File: config.mk
export PLATFORM = sky130hd
export DESIGN_NAME = rf_remote_code_event_filter
export DESIGN_NICKNAME = d
export VERILOG_FILES = /design/src/hw/rtl/rfcef_pkg.sv /design/src/hw/rtl/rfcef_known_table.sv /design/src/hw/rtl/rfcef_scan_table.sv /design/src/hw/rtl/rf_remote_code_event_filter.sv
export SDC_FILE = /design/constraint.sdc
export NUM_CORES = 2
export LEC_CHECK = 0
export BUFFER_PORTS_ARGS = -buffer_cell sky130_fd_sc_hd__buf_4
export CAP_MARGIN = 5
export CORE_MARGIN = 2
export CORE_UTILIZATION = 60
export DETAILED_ROUTE_END_ITERATION = 16
export PLACE_DENSITY_LB_ADDON = 0.25
export SYNTH_ARGS = -nofsm -noshare
export SYNTH_HDL_FRONTEND = slang
export SYNTH_HIERARCHICAL = 1
export SYNTH_SLANG_ARGS = --single-unit
File: constraint.sdc
create_clock -name clock -period 16.1 [get_ports clock]
set_clock_uncertainty 0.15 [all_clocks]
set_input_delay 0.805 -clock clock [delete_from_list [all_inputs] [get_ports clock]]
set_output_delay 0.805 -clock clock [all_outputs]
set_load 0.02 [all_outputs]
File: src/hw/rtl/rfcef_pkg.sv
// Package with shared types and constants of the RF remote code event filter.
package rfcef_pkg;
   localparam int KNOWN_DEVICES = 16;
   localparam int SEARCH_SLOTS = 16;
   localparam int TIME_BITS = 48;
   localparam int KIDX_BITS = (KNOWN_DEVICES > 1) ? $clog2(KNOWN_DEVICES) : 1;
   localparam int SIDX_BITS = (SEARCH_SLOTS > 1) ? $clog2(SEARCH_SLOTS) : 1;
   localparam int KCNT_BITS = $clog2(KNOWN_DEVICES + 1);
   localparam int SCNT_BITS = $clog2(SEARCH_SLOTS + 1);
   localparam logic [23:0] GAP_RESET = 24'd200000;

   typedef enum logic [1:0] {
      OP_RECEIVE = 2'd0,
      OP_LOAD    = 2'd1,
      OP_START   = 2'd2,
      OP_END     = 2'd3
   } opcode_type;

   typedef struct packed {
      logic          known_hit;
      logic          sensor_event;
      logic          scan_event;
      logic          scan_full;
      logic [27:0]   event_serial;
      logic [3:0]    event_state;
      logic [15:0]   packet_total;
   } result_type;
endpackage

File: src/hw/rtl/rfcef_known_table.sv
// Known device table: serial, last time, packet count and state in one memory.
module rfcef_known_table
   import rfcef_pkg::*;
(
   input  logic                  clock,
   input  logic [KIDX_BITS-1:0]  rd_addr,
   output logic [27:0]           rd_serial,
   output logic [TIME_BITS-1:0]  rd_time,
   output logic [15:0]           rd_packets,
   input  logic                  wr_en,
   input  logic [KIDX_BITS-1:0]  wr_addr,
   input  logic [27:0]           wr_serial,
   input  logic [TIME_BITS-1:0]  wr_time,
   input  logic [15:0]           wr_packets,
   input  logic [3:0]            wr_state
);
   localparam int W = 28 + TIME_BITS + 16 + 4;
   logic [W-1:0] mem [KNOWN_DEVICES];
   logic [W-1:0] rd_ff;

   always_ff @(posedge clock) begin
      if (wr_en) begin
         mem[wr_addr] <= {wr_serial, wr_time, wr_packets, wr_state};
      end
      rd_ff <= mem[rd_addr];
   end

   assign rd_serial  = rd_ff[W-1 -: 28];
   assign rd_time    = rd_ff[W-29 -: TIME_BITS];
   assign rd_packets = rd_ff[19:4];
endmodule

File: src/hw/rtl/rfcef_scan_table.sv
// Scan table: serial, state and time of devices seen while searching.
module rfcef_scan_table
   import rfcef_pkg::*;
(
   input  logic                  clock,
   input  logic [SIDX_BITS-1:0]  rd_addr,
   output logic [27:0]           rd_serial,
   input  logic                  wr_en,
   input  logic [SIDX_BITS-1:0]  wr_addr,
   input  logic [27:0]           wr_serial,
   input  logic [3:0]            wr_state,
   input  logic [TIME_BITS-1:0]  wr_time
);
   localparam int W = 28 + 4 + TIME_BITS;
   logic [W-1:0] mem [SEARCH_SLOTS];
   logic [W-1:0] rd_ff;

   always_ff @(posedge clock) begin
      if (wr_en) begin
         mem[wr_addr] <= {wr_serial, wr_state, wr_time};
      end
      rd_ff <= mem[rd_addr];
   end

   assign rd_serial = rd_ff[W-1 -: 28];
endmodule

File: src/hw/rtl/rf_remote_code_event_filter.sv
// Top level of the RF remote code event filter with its sequencer.
// A receive word scans the known table serially, and also the scan table while searching.
// Load and start words go straight to the result; end search clears the scan table
// and stops searching.
// One word is in work at a time; the result register frees the input when taken.
// Reset clears both tables in a pass before the first word is accepted.
module rf_remote_code_event_filter
   import rfcef_pkg::*;
(
   input  logic         clock,
   input  logic         reset,
   input  logic         req_valid,
   output logic         req_ready,
   input  logic [1:0]   req_opcode,
   input  logic [31:0]  req_code_word,
   input  logic [47:0]  req_timestamp_us,
   input  logic [3:0]   req_entry_index,
   input  logic [27:0]  req_entry_serial,
   output logic         rsp_valid,
   input  logic         rsp_ready,
   output logic         rsp_known_hit,
   output logic         rsp_sensor_event,
   output logic         rsp_scan_event,
   output logic         rsp_scan_full,
   output logic [27:0]  rsp_event_serial,
   output logic [3:0]   rsp_event_state,
   output logic [15:0]  rsp_packet_total,
   input  logic         csr_write,
   input  logic [23:0]  csr_wdata
);
   typedef enum logic [2:0] {
      S_CLEAR, S_IDLE, S_KSCAN, S_KUPD, S_SSCAN, S_SUPD, S_SCLEAR, S_DONE
   } state_type;

   localparam int CLR_MAX = (KNOWN_DEVICES > SEARCH_SLOTS) ? KNOWN_DEVICES : SEARCH_SLOTS;
   localparam int CBITS = $clog2(CLR_MAX + 1);

   state_type               state_ff, state_in;
   logic [CBITS-1:0]        cnt_ff, cnt_in;
   logic [23:0]             gap_ff;
   logic                    active_ff, active_in;
   opcode_type              op_ff;
   logic [27:0]             serial_ff;
   logic [3:0]              st_ff;
   logic [TIME_BITS-1:0]    now_ff;
   logic [3:0]              eidx_ff;
   logic [27:0]             eser_ff;
   logic                    found_ff, found_in;
   logic [KIDX_BITS-1:0]    kidx_ff, kidx_in;
   logic [TIME_BITS-1:0]    klast_ff, klast_in;
   logic [15:0]             kpk_ff, kpk_in;
   logic [SIDX_BITS-1:0]    sidx_ff, sidx_in;
   logic [SCNT_BITS-1:0]    nz_ff, nz_in;
   result_type              res_ff, res_in;
   logic                    rv_ff, rv_in;

   logic [KIDX_BITS-1:0]    k_raddr, k_waddr;
   logic [27:0]             k_rserial, k_wserial;
   logic [TIME_BITS-1:0]    k_rtime, k_wtime;
   logic [15:0]             k_rpk, k_wpk;
   logic [3:0]              k_wstate;
   logic                    k_we;
   logic [SIDX_BITS-1:0]    s_raddr, s_waddr;
   logic [27:0]             s_rserial, s_wserial;
   logic [3:0]              s_wstate;
   logic [TIME_BITS-1:0]    s_wtime;
   logic                    s_we;
   logic [CBITS-1:0]        prev;
   logic [15:0]             pk_inc;
   logic                    accept;

   rfcef_known_table u_known (
      .clock(clock), .rd_addr(k_raddr), .rd_serial(k_rserial), .rd_time(k_rtime),
      .rd_packets(k_rpk), .wr_en(k_we), .wr_addr(k_waddr), .wr_serial(k_wserial),
      .wr_time(k_wtime), .wr_packets(k_wpk), .wr_state(k_wstate)
   );

   rfcef_scan_table u_scan (
      .clock(clock), .rd_addr(s_raddr), .rd_serial(s_rserial), .wr_en(s_we),
      .wr_addr(s_waddr), .wr_serial(s_wserial), .wr_state(s_wstate), .wr_time(s_wtime)
   );

   assign req_ready = (state_ff == S_IDLE) && !rv_ff;
   assign accept = req_valid && req_ready;
   assign prev = cnt_ff - 1'b1;
   assign pk_inc = kpk_ff + 16'd1;

   always_comb begin
      state_in = state_ff;
      cnt_in = cnt_ff;
      active_in = active_ff;
      found_in = found_ff;
      kidx_in = kidx_ff;
      klast_in = klast_ff;
      kpk_in = kpk_ff;
      sidx_in = sidx_ff;
      nz_in = nz_ff;
      res_in = res_ff;
      rv_in = rv_ff;
      k_raddr = cnt_ff[KIDX_BITS-1:0];
      s_raddr = cnt_ff[SIDX_BITS-1:0];
      k_we = 1'b0;
      k_waddr = prev[KIDX_BITS-1:0];
      k_wserial = '0;
      k_wtime = '0;
      k_wpk = '0;
      k_wstate = '0;
      s_we = 1'b0;
      s_waddr = prev[SIDX_BITS-1:0];
      s_wserial = '0;
      s_wstate = '0;
      s_wtime = '0;
      if (rv_ff && rsp_ready) begin
         rv_in = 1'b0;
      end
      case (state_ff)
         S_CLEAR: begin
            k_we = (prev < CBITS'(KNOWN_DEVICES)) && (cnt_ff != '0);
            s_we = (prev < CBITS'(SEARCH_SLOTS)) && (cnt_ff != '0);
            cnt_in = cnt_ff + 1'b1;
            if (cnt_ff == CBITS'(CLR_MAX)) begin
               state_in = S_IDLE;
            end
         end
         S_IDLE: begin
            if (accept) begin
               cnt_in = '0;
               found_in = 1'b0;
               nz_in = '0;
               state_in = S_DONE;
               if (opcode_type'(req_opcode) == OP_RECEIVE) begin
                  state_in = S_KSCAN;
               end else if (opcode_type'(req_opcode) == OP_END) begin
                  state_in = S_SCLEAR;
               end
            end
         end
         S_KSCAN: begin
            // Read address is cnt_ff; data of address prev arrives now.
            if (cnt_ff != '0 && !found_ff && k_rserial != '0 && k_rserial == serial_ff) begin
               found_in = 1'b1;
               kidx_in = prev[KIDX_BITS-1:0];
               klast_in = k_rtime;
               kpk_in = k_rpk;
            end
            cnt_in = cnt_ff + 1'b1;
            if (cnt_ff == CBITS'(KNOWN_DEVICES)) begin
               state_in = S_KUPD;
            end
         end
         S_KUPD: begin
            res_in = '0;
            res_in.event_serial = serial_ff;
            res_in.event_state = st_ff;
            if (found_ff) begin
               k_we = 1'b1;
               k_waddr = kidx_ff;
               k_wserial = serial_ff;
               k_wtime = now_ff;
               k_wpk = pk_inc;
               k_wstate = st_ff;
               res_in.known_hit = 1'b1;
               res_in.packet_total = pk_inc;
               res_in.sensor_event = (klast_ff != '0) && (now_ff >= klast_ff) &&
                  ((now_ff - klast_ff) > {{(TIME_BITS-24){1'b0}}, gap_ff});
            end
            cnt_in = '0;
            found_in = 1'b0;
            nz_in = '0;
            state_in = active_ff ? S_SSCAN : S_DONE;
         end
         S_SSCAN: begin
            if (cnt_ff != '0) begin
               if (s_rserial != '0) begin
                  nz_in = nz_ff + 1'b1;
               end
               if (!found_ff && s_rserial == serial_ff) begin
                  found_in = 1'b1;
                  sidx_in = prev[SIDX_BITS-1:0];
               end
            end
            cnt_in = cnt_ff + 1'b1;
            if (cnt_ff == CBITS'(SEARCH_SLOTS)) begin
               state_in = S_SUPD;
            end
         end
         S_SUPD: begin
            s_wserial = serial_ff;
            s_wstate = st_ff;
            s_wtime = now_ff;
            if (found_ff) begin
               s_we = 1'b1;
               s_waddr = sidx_ff;
               res_in.scan_event = 1'b1;
            end else if (nz_ff < SCNT_BITS'(SEARCH_SLOTS)) begin
               s_we = 1'b1;
               s_waddr = nz_ff[SIDX_BITS-1:0];
               res_in.scan_event = 1'b1;
            end else begin
               res_in.scan_full = 1'b1;
            end
            rv_in = 1'b1;
            state_in = S_IDLE;
         end
         S_SCLEAR: begin
            s_we = (cnt_ff != '0);
            cnt_in = cnt_ff + 1'b1;
            if (cnt_ff == CBITS'(SEARCH_SLOTS)) begin
               active_in = 1'b0;
               state_in = S_DONE;
            end
         end
         S_DONE: begin
            if (op_ff == OP_LOAD && {1'b0, eidx_ff} < 5'(KNOWN_DEVICES)) begin
               k_we = 1'b1;
               k_waddr = eidx_ff[KIDX_BITS-1:0];
               k_wserial = eser_ff;
            end
            if (op_ff == OP_START) begin
               active_in = 1'b1;
            end
            if (op_ff != OP_RECEIVE) begin
               res_in = '0;
            end
            rv_in = 1'b1;
            state_in = S_IDLE;
         end
         default: begin
            state_in = S_IDLE;
         end
      endcase
   end

   always_ff @(posedge clock) begin
      if (reset) begin
         state_ff <= S_CLEAR;
         cnt_ff <= '0;
         active_ff <= 1'b0;
         rv_ff <= 1'b0;
         gap_ff <= GAP_RESET;
         found_ff <= 1'b0;
      end else begin
         state_ff <= state_in;
         cnt_ff <= cnt_in;
         active_ff <= active_in;
         rv_ff <= rv_in;
         found_ff <= found_in;
         if (csr_write) begin
            gap_ff <= csr_wdata;
         end
      end
      kidx_ff <= kidx_in;
      klast_ff <= klast_in;
      kpk_ff <= kpk_in;
      sidx_ff <= sidx_in;
      nz_ff <= nz_in;
      res_ff <= res_in;
      if (accept) begin
         op_ff <= opcode_type'(req_opcode);
         serial_ff <= req_code_word[31:4];
         st_ff <= {req_code_word[0], req_code_word[1], req_code_word[2], req_code_word[3]};
         now_ff <= req_timestamp_us[TIME_BITS-1:0];
         eidx_ff <= req_entry_index;
         eser_ff <= req_entry_serial;
      end
   end

   assign rsp_valid = rv_ff;
   assign rsp_known_hit = res_ff.known_hit;
   assign rsp_sensor_event = res_ff.sensor_event;
   assign rsp_scan_event = res_ff.scan_event;
   assign rsp_scan_full = res_ff.scan_full;
   assign rsp_event_serial = res_ff.event_serial;
   assign rsp_event_state = res_ff.event_state;
   assign rsp_packet_total = res_ff.packet_total;

   a_ready_idle: assert property (@(posedge clock) disable iff (reset)
      req_ready |-> !rsp_valid) else $error("ready while result pending");
   a_rsp_hold: assert property (@(posedge clock) disable iff (reset)
      rsp_valid && !rsp_ready |=> rsp_valid) else $error("result dropped");
   a_hit_total: assert property (@(posedge clock) disable iff (reset)
      rsp_valid && !rsp_known_hit |-> rsp_packet_total == '0 && !rsp_sensor_event)
      else $error("count without hit");
   a_scan_excl: assert property (@(posedge clock) disable iff (reset)
      rsp_valid |-> !(rsp_scan_event && rsp_scan_full)) else $error("scan event and full");
endmodule
# After elaboration in Yosys (flattened, before gate mapping)
# Memories as Yosys holds them, arrays and structs flattened. A register that Yosys moved wholly into a read port is not among the register bits.
# Cells that the tools add are included.
# word_totals
register_bits	278
latch_bits	0
mem_bits_rw	2816
mem_bits_ro	0
inputBits	143
n_memories	2
# classes
add_sub_neg	5
multipliers	0
div_mod_pow	0
order_cmp	4
eq_ne	27
shift	0
mux	61
bitwise	0
n_reduce_logical	38
# memory_table
memory	words	word_bits	rd	rd_clocked_by_memory_dff	write_ports	line	rtl
u_known.mem	16	96	1	1	1	rfcef_known_table.sv:18	logic [W-1:0] mem [KNOWN_DEVICES];
u_scan.mem	16	80	1	1	1	rfcef_scan_table.sv:15	logic [W-1:0] mem [SEARCH_SLOTS];
# ops
cell	n
$mux W48	3
$pmux W48 S2	1
$mux W28	3
$eq A28 B28 Y1	2
$pmux W28 S2	1
$reduce_bool A28 Y1	2
$mux W52	1
$ge A48 B48 Y1	1
$gt A48 B24 Y1	1
$reduce_bool A48 Y1	1
$sub A48 B48 Y48	1
$mux W16	2
$mux W4	8
$pmux W5 S3	2
$ne A2 B2 Y1 const B	13
$mux W1	21
$pmux W3 S7	1
$mux W3	6
$add A16 B1 Y16 const B	1
$mux W5	3
$eq A3 B3 Y1 const B	4
$add A5 B1 Y5 const B	2
$logic_and A1 B1 Y1	10
$lt A5 B5 Y1 const B	2
other kinds (27)	43

# Longest topological paths before layout
# depth
word_depth	6
mapped_depth	25

# By module
# Netlist, hierarchy kept.
# modules_own_cells
mod	n_inst	cells_per_inst	area_each_um2	seq_area_each_um2
rfcef_known_table	1	2357	56788.2	46044.2
rfcef_scan_table	1	735	17523.1	14013.4
rf_remote_code_event_filter	1	1507	15911.5	7997.7

# Least setup slack after synthesis
# OpenSTA, ideal clock, no wires.
# synth_timing
path_type	register to register
startpoint	reg state_ff[0]
endpoint	mem u_known/mem[0][10] (netlist name), enable pin
setup_time_ns	0.655
arrival_ns	8.401
required_time_ns	15.295
slack_ns	6.894
stages_incl_launch_ff	12
n_path_buf	4
synth_period_minus_slack_ns	9.206
cell_sequence	dfxtp_1 -> clkbuf_1 -> nand2_1 -> or2_2 -> clkbuf_1 -> nor2_1 -> clkbuf_1 -> buf_1 -> a22oi_1 -> nand2_1 -> or3b_2 -> nor3_1
# synth_via
elab_cells_between_ends	7
# synth_lines
element	line	rtl
start: declaration	rf_remote_code_event_filter.sv:38	state_type state_ff, state_in;
start signal: assignment	rf_remote_code_event_filter.sv:243	state_ff <= state_in;
$eq A3 B3 Y1 or $eq A3 B2 Y1 (tied branches)	rf_remote_code_event_filter.sv:116	case (state_ff)
$pmux W4 S2 *	rf_remote_code_event_filter.sv:116	
via k_waddr[2]	rf_remote_code_event_filter.sv:57	logic [KIDX_BITS-1:0] k_raddr, k_waddr;
end: declaration	rfcef_known_table.sv:18	
# Mark *: on every way through the listed nets, which the timed path passes. The rest lies on a longest branch.

# Worst setup path after layout
# layout_timing
startpoint	reg state_ff[0]
endpoint	mem u_known/mem[13][47] (netlist name), enable pin
# Same word-level chain as after synthesis.

==> flow_summary_export.csv <==
group,metric,value,unit
sta,rsz0062_at_grt,"no",
setup_path,critPathRequiredTime,16.36,ns
setup_path,setup.worst_path.class,"reg -> reg",
place,dp.final_hpwl,120900,um
clock_network,cts_tree,"built",
run_status,status,"completed",
sta,maxSlewViolCount,0,
power_and_ir_drop,p_clk_share,41.3,%
clock_network,cts_buffers,216,
final_layout,fin_nets,5141,
sta,final_hold_viol_count,0,
clock_network,cts.htree.levels,4,
global_route,grt_start_max_net_pins,162,
power_and_ir_drop,total_power,12.55,mW
run,cap_violations,0,
place,gp_congestion,0.9106,
synthesis,netlist_area,89860,um2
clock_network,clk_pin_slew_worst_paths,0.06,ns
final_layout,drive_gt1_share,22.75,%
synthesis,syn_area_per_cell,19.80,um2
sta,fin_crit_sh,38.02,%
sta,worst-slew-pin-transition,1.205,ns
power_and_ir_drop,vdd_ir_drop_max,118.0,uV
detailed_routing,vias,46420,
clock_network,post_cts_buffers,0,
detailed_routing,ant_nets,0,
sta,fin_tns_setup,0,ns
floorplan,start_util,60.21,%
floorplan,rows,142,
floorplan,dieWidth,391.0,um
synthesis,syn_inst,4538,
place,port_buffers,196,
setup_path,critPathLaunchType,"flip-flop",
setup_path,end_kind,"flip-flop",
global_route,grt_remaining_overflow,0,
clock_network,worstSkewPairLatency,0.84,ns
worst_hold_path,hold_class,"in -> reg",
power_and_ir_drop,power_density,123.3,nW/um2
global_route,gr-usage-all-layers,29.14,%
sta,setup_viol,0,
floorplan,die_h,391.0,um
clock_network,cts-root-buf,"clkbuf_16",
sta,timing.fmax,0.1634,GHz
floorplan,io_pins,197,
detailed_routing,firstDrtPassIters,6,
power_and_ir_drop,swShare,20.73,%
final_layout,fillers,9258,
setup_path,crit_fanout,49,
global_route,grt_antenna_before_repair,6,
detailed_routing,wl_per_cell,31.15,um
floorplan,die_area,152900,um2
final_layout,syn_to_final_growth,13.32,%
power_and_ir_drop,power_leakage,30.35,nW
power_and_ir_drop,seqPwrFrac,53.9,%
detailed_routing,first_iter_violations,5782,
global_route,grt_pass1_wl,317800,um
synthesis,yosysWarnings,6,
power_and_ir_drop,combPwrFrac,4.9,%
synthesis,synth_nets,4760,
detailed_routing,wl,219900,um
power_and_ir_drop,switchingPower,2.602,mW
global_route,grt_pass1_vias,46510,
clock_network,clock_sinks,2318,
detailed_routing,drc_errors,0,
power_and_ir_drop,power.internal,9.950,mW
floorplan,coreArea,149200,um2
sta,layout_min_cycle_time,6.121,ns
sta,slew_headroom,19.45,%
detailed_routing,viasPerCell,6.577,
clock_network,clk_path_buf_depth,3,
setup_path,cp.arrival,6.38,ns
-- metrics by stage --
step | instances | cell area [um2] | util, % | hold WS (ns) | setup WS, ns
floorplan | 4538 | 89860 | - | 0.2355 | 6.903
finish | 7058 | 101800 | 68.23 | 0.04418 | 9.979
CTS | 7056 | 101800 | 68.23 | 0.0004713 | 10.09
global placement | 6555 | 93620 | 62.73 | 0.2371 | 10.25
global route | 7056 | 101800 | 68.23 | 0.01013 | 9.589
detailed placement | 6555 | 93620 | 62.73 | 0.2387 | 10.13
-- layer usage --
layer  share of wire, %  track usage [%]  wire length (um)  vias up
met5             0.0059                0                13        -
met4                2.8            8.270              6072        2
met3                 10            6.021             22370      363
met2                 48            46.14            106500     2637
met1                 39            41.79             84950    24140
li1                   -                -                 -    19280
-- power groups by stage --
stage	logic (mW)	registers, mW	clock network (mW)
6_report	0.609	6.76	5.18
5_1_grt	0.645	6.77	5.48
4_1_cts	0.612	6.76	5.25
3_5_place_dp	0.589	6.89	0
3_3_place_gp	0.586	6.88	0
2_1_floorplan	0.408	6.86	0
-- cell usage in the layout (no fill, tap or decap), types with 37 or more instances in the layout --
cell / count
a21oi_1: 75
inv_1: 91
nor2_1: 115
dlygate4sd3_1: 90
dfxtp_1: 153
xnor2_1: 70
clkbuf_16: 223
nand4_1: 40
clkbuf_1: 59
o21ai_0: 43
edfxtp_1: 2163
ha_1: 78
clkinv_2: 44
nor4_1: 37
buf_4: 287
xor2_1: 42
a22oi_1: 251
mux4_2: 465
and2_1: 114
nand2_1: 227
-- state kept, by name, summed over array words and instances (netlist names), 2 cells and up --
register	flops
cnt_ff	5
gap_ff	24
rsp_event_state	4
now_ff	48
klast_ff	48
rsp_packet_total	16
state_ff	3
u_scan/mem	448
u_known/rd_ff	92
u_scan/rd_ff	28
rsp_event_serial	28
eidx_ff	4
nz_ff	5
kidx_ff	4
sidx_ff	4
st_ff	4
op_ff	2
u_known/mem	1472
eser_ff	28
kpk_ff	16
serial_ff	28
-- final cells by class --
type,count,area (um2),area share [%]
Inverter,95,361.6,0.3551
Clock buffer,300,6050,5.941
Clock inverter,111,1252,1.230
Multi-Input combinational cell,1905,20490,20.12
Timing Repair Buffer,383,3176,3.119
Tap cell,1944,2432,2.389
Antenna cell,2,5.005,0.004915
Sequential cell,2318,68060,66.84
-- final timing paths --
check | startpoint | to | slack [ns] | depth (start not counted)
setup / recovery | state_ff[0] | u_known/mem[13][47] | 9.98 | 9
hold / removal | req_timestamp_us[35] | now_ff[35] | 0.04 | 1
setup reg to reg | state_ff[0] | u_known/mem[13][47] | 9.98 | 9
hold reg to reg | u_known/rd_ff[48] | klast_ff[28] | 0.22 | 0
-- critical path, cell delays in order, from the launching register on --
cell and delay, ns:
dfxtp_1 0.66, nand2_1 0.28, or2_2 0.50, nor2_4 0.81, buf_4 0.66, a22oi_1 0.20
nand2_1 0.28, nand2b_1 0.30, nor2_4 0.98, buf_4 0.76
-- what timing repair did --
action	4_1_cts	5_1_grt
hold buffers	90	0
hold endpoints to repair	90	0
setup endpoints to repair	0	0
gates resized for setup	0	0
No activity file was read; power rests on OpenSTA's default activity.
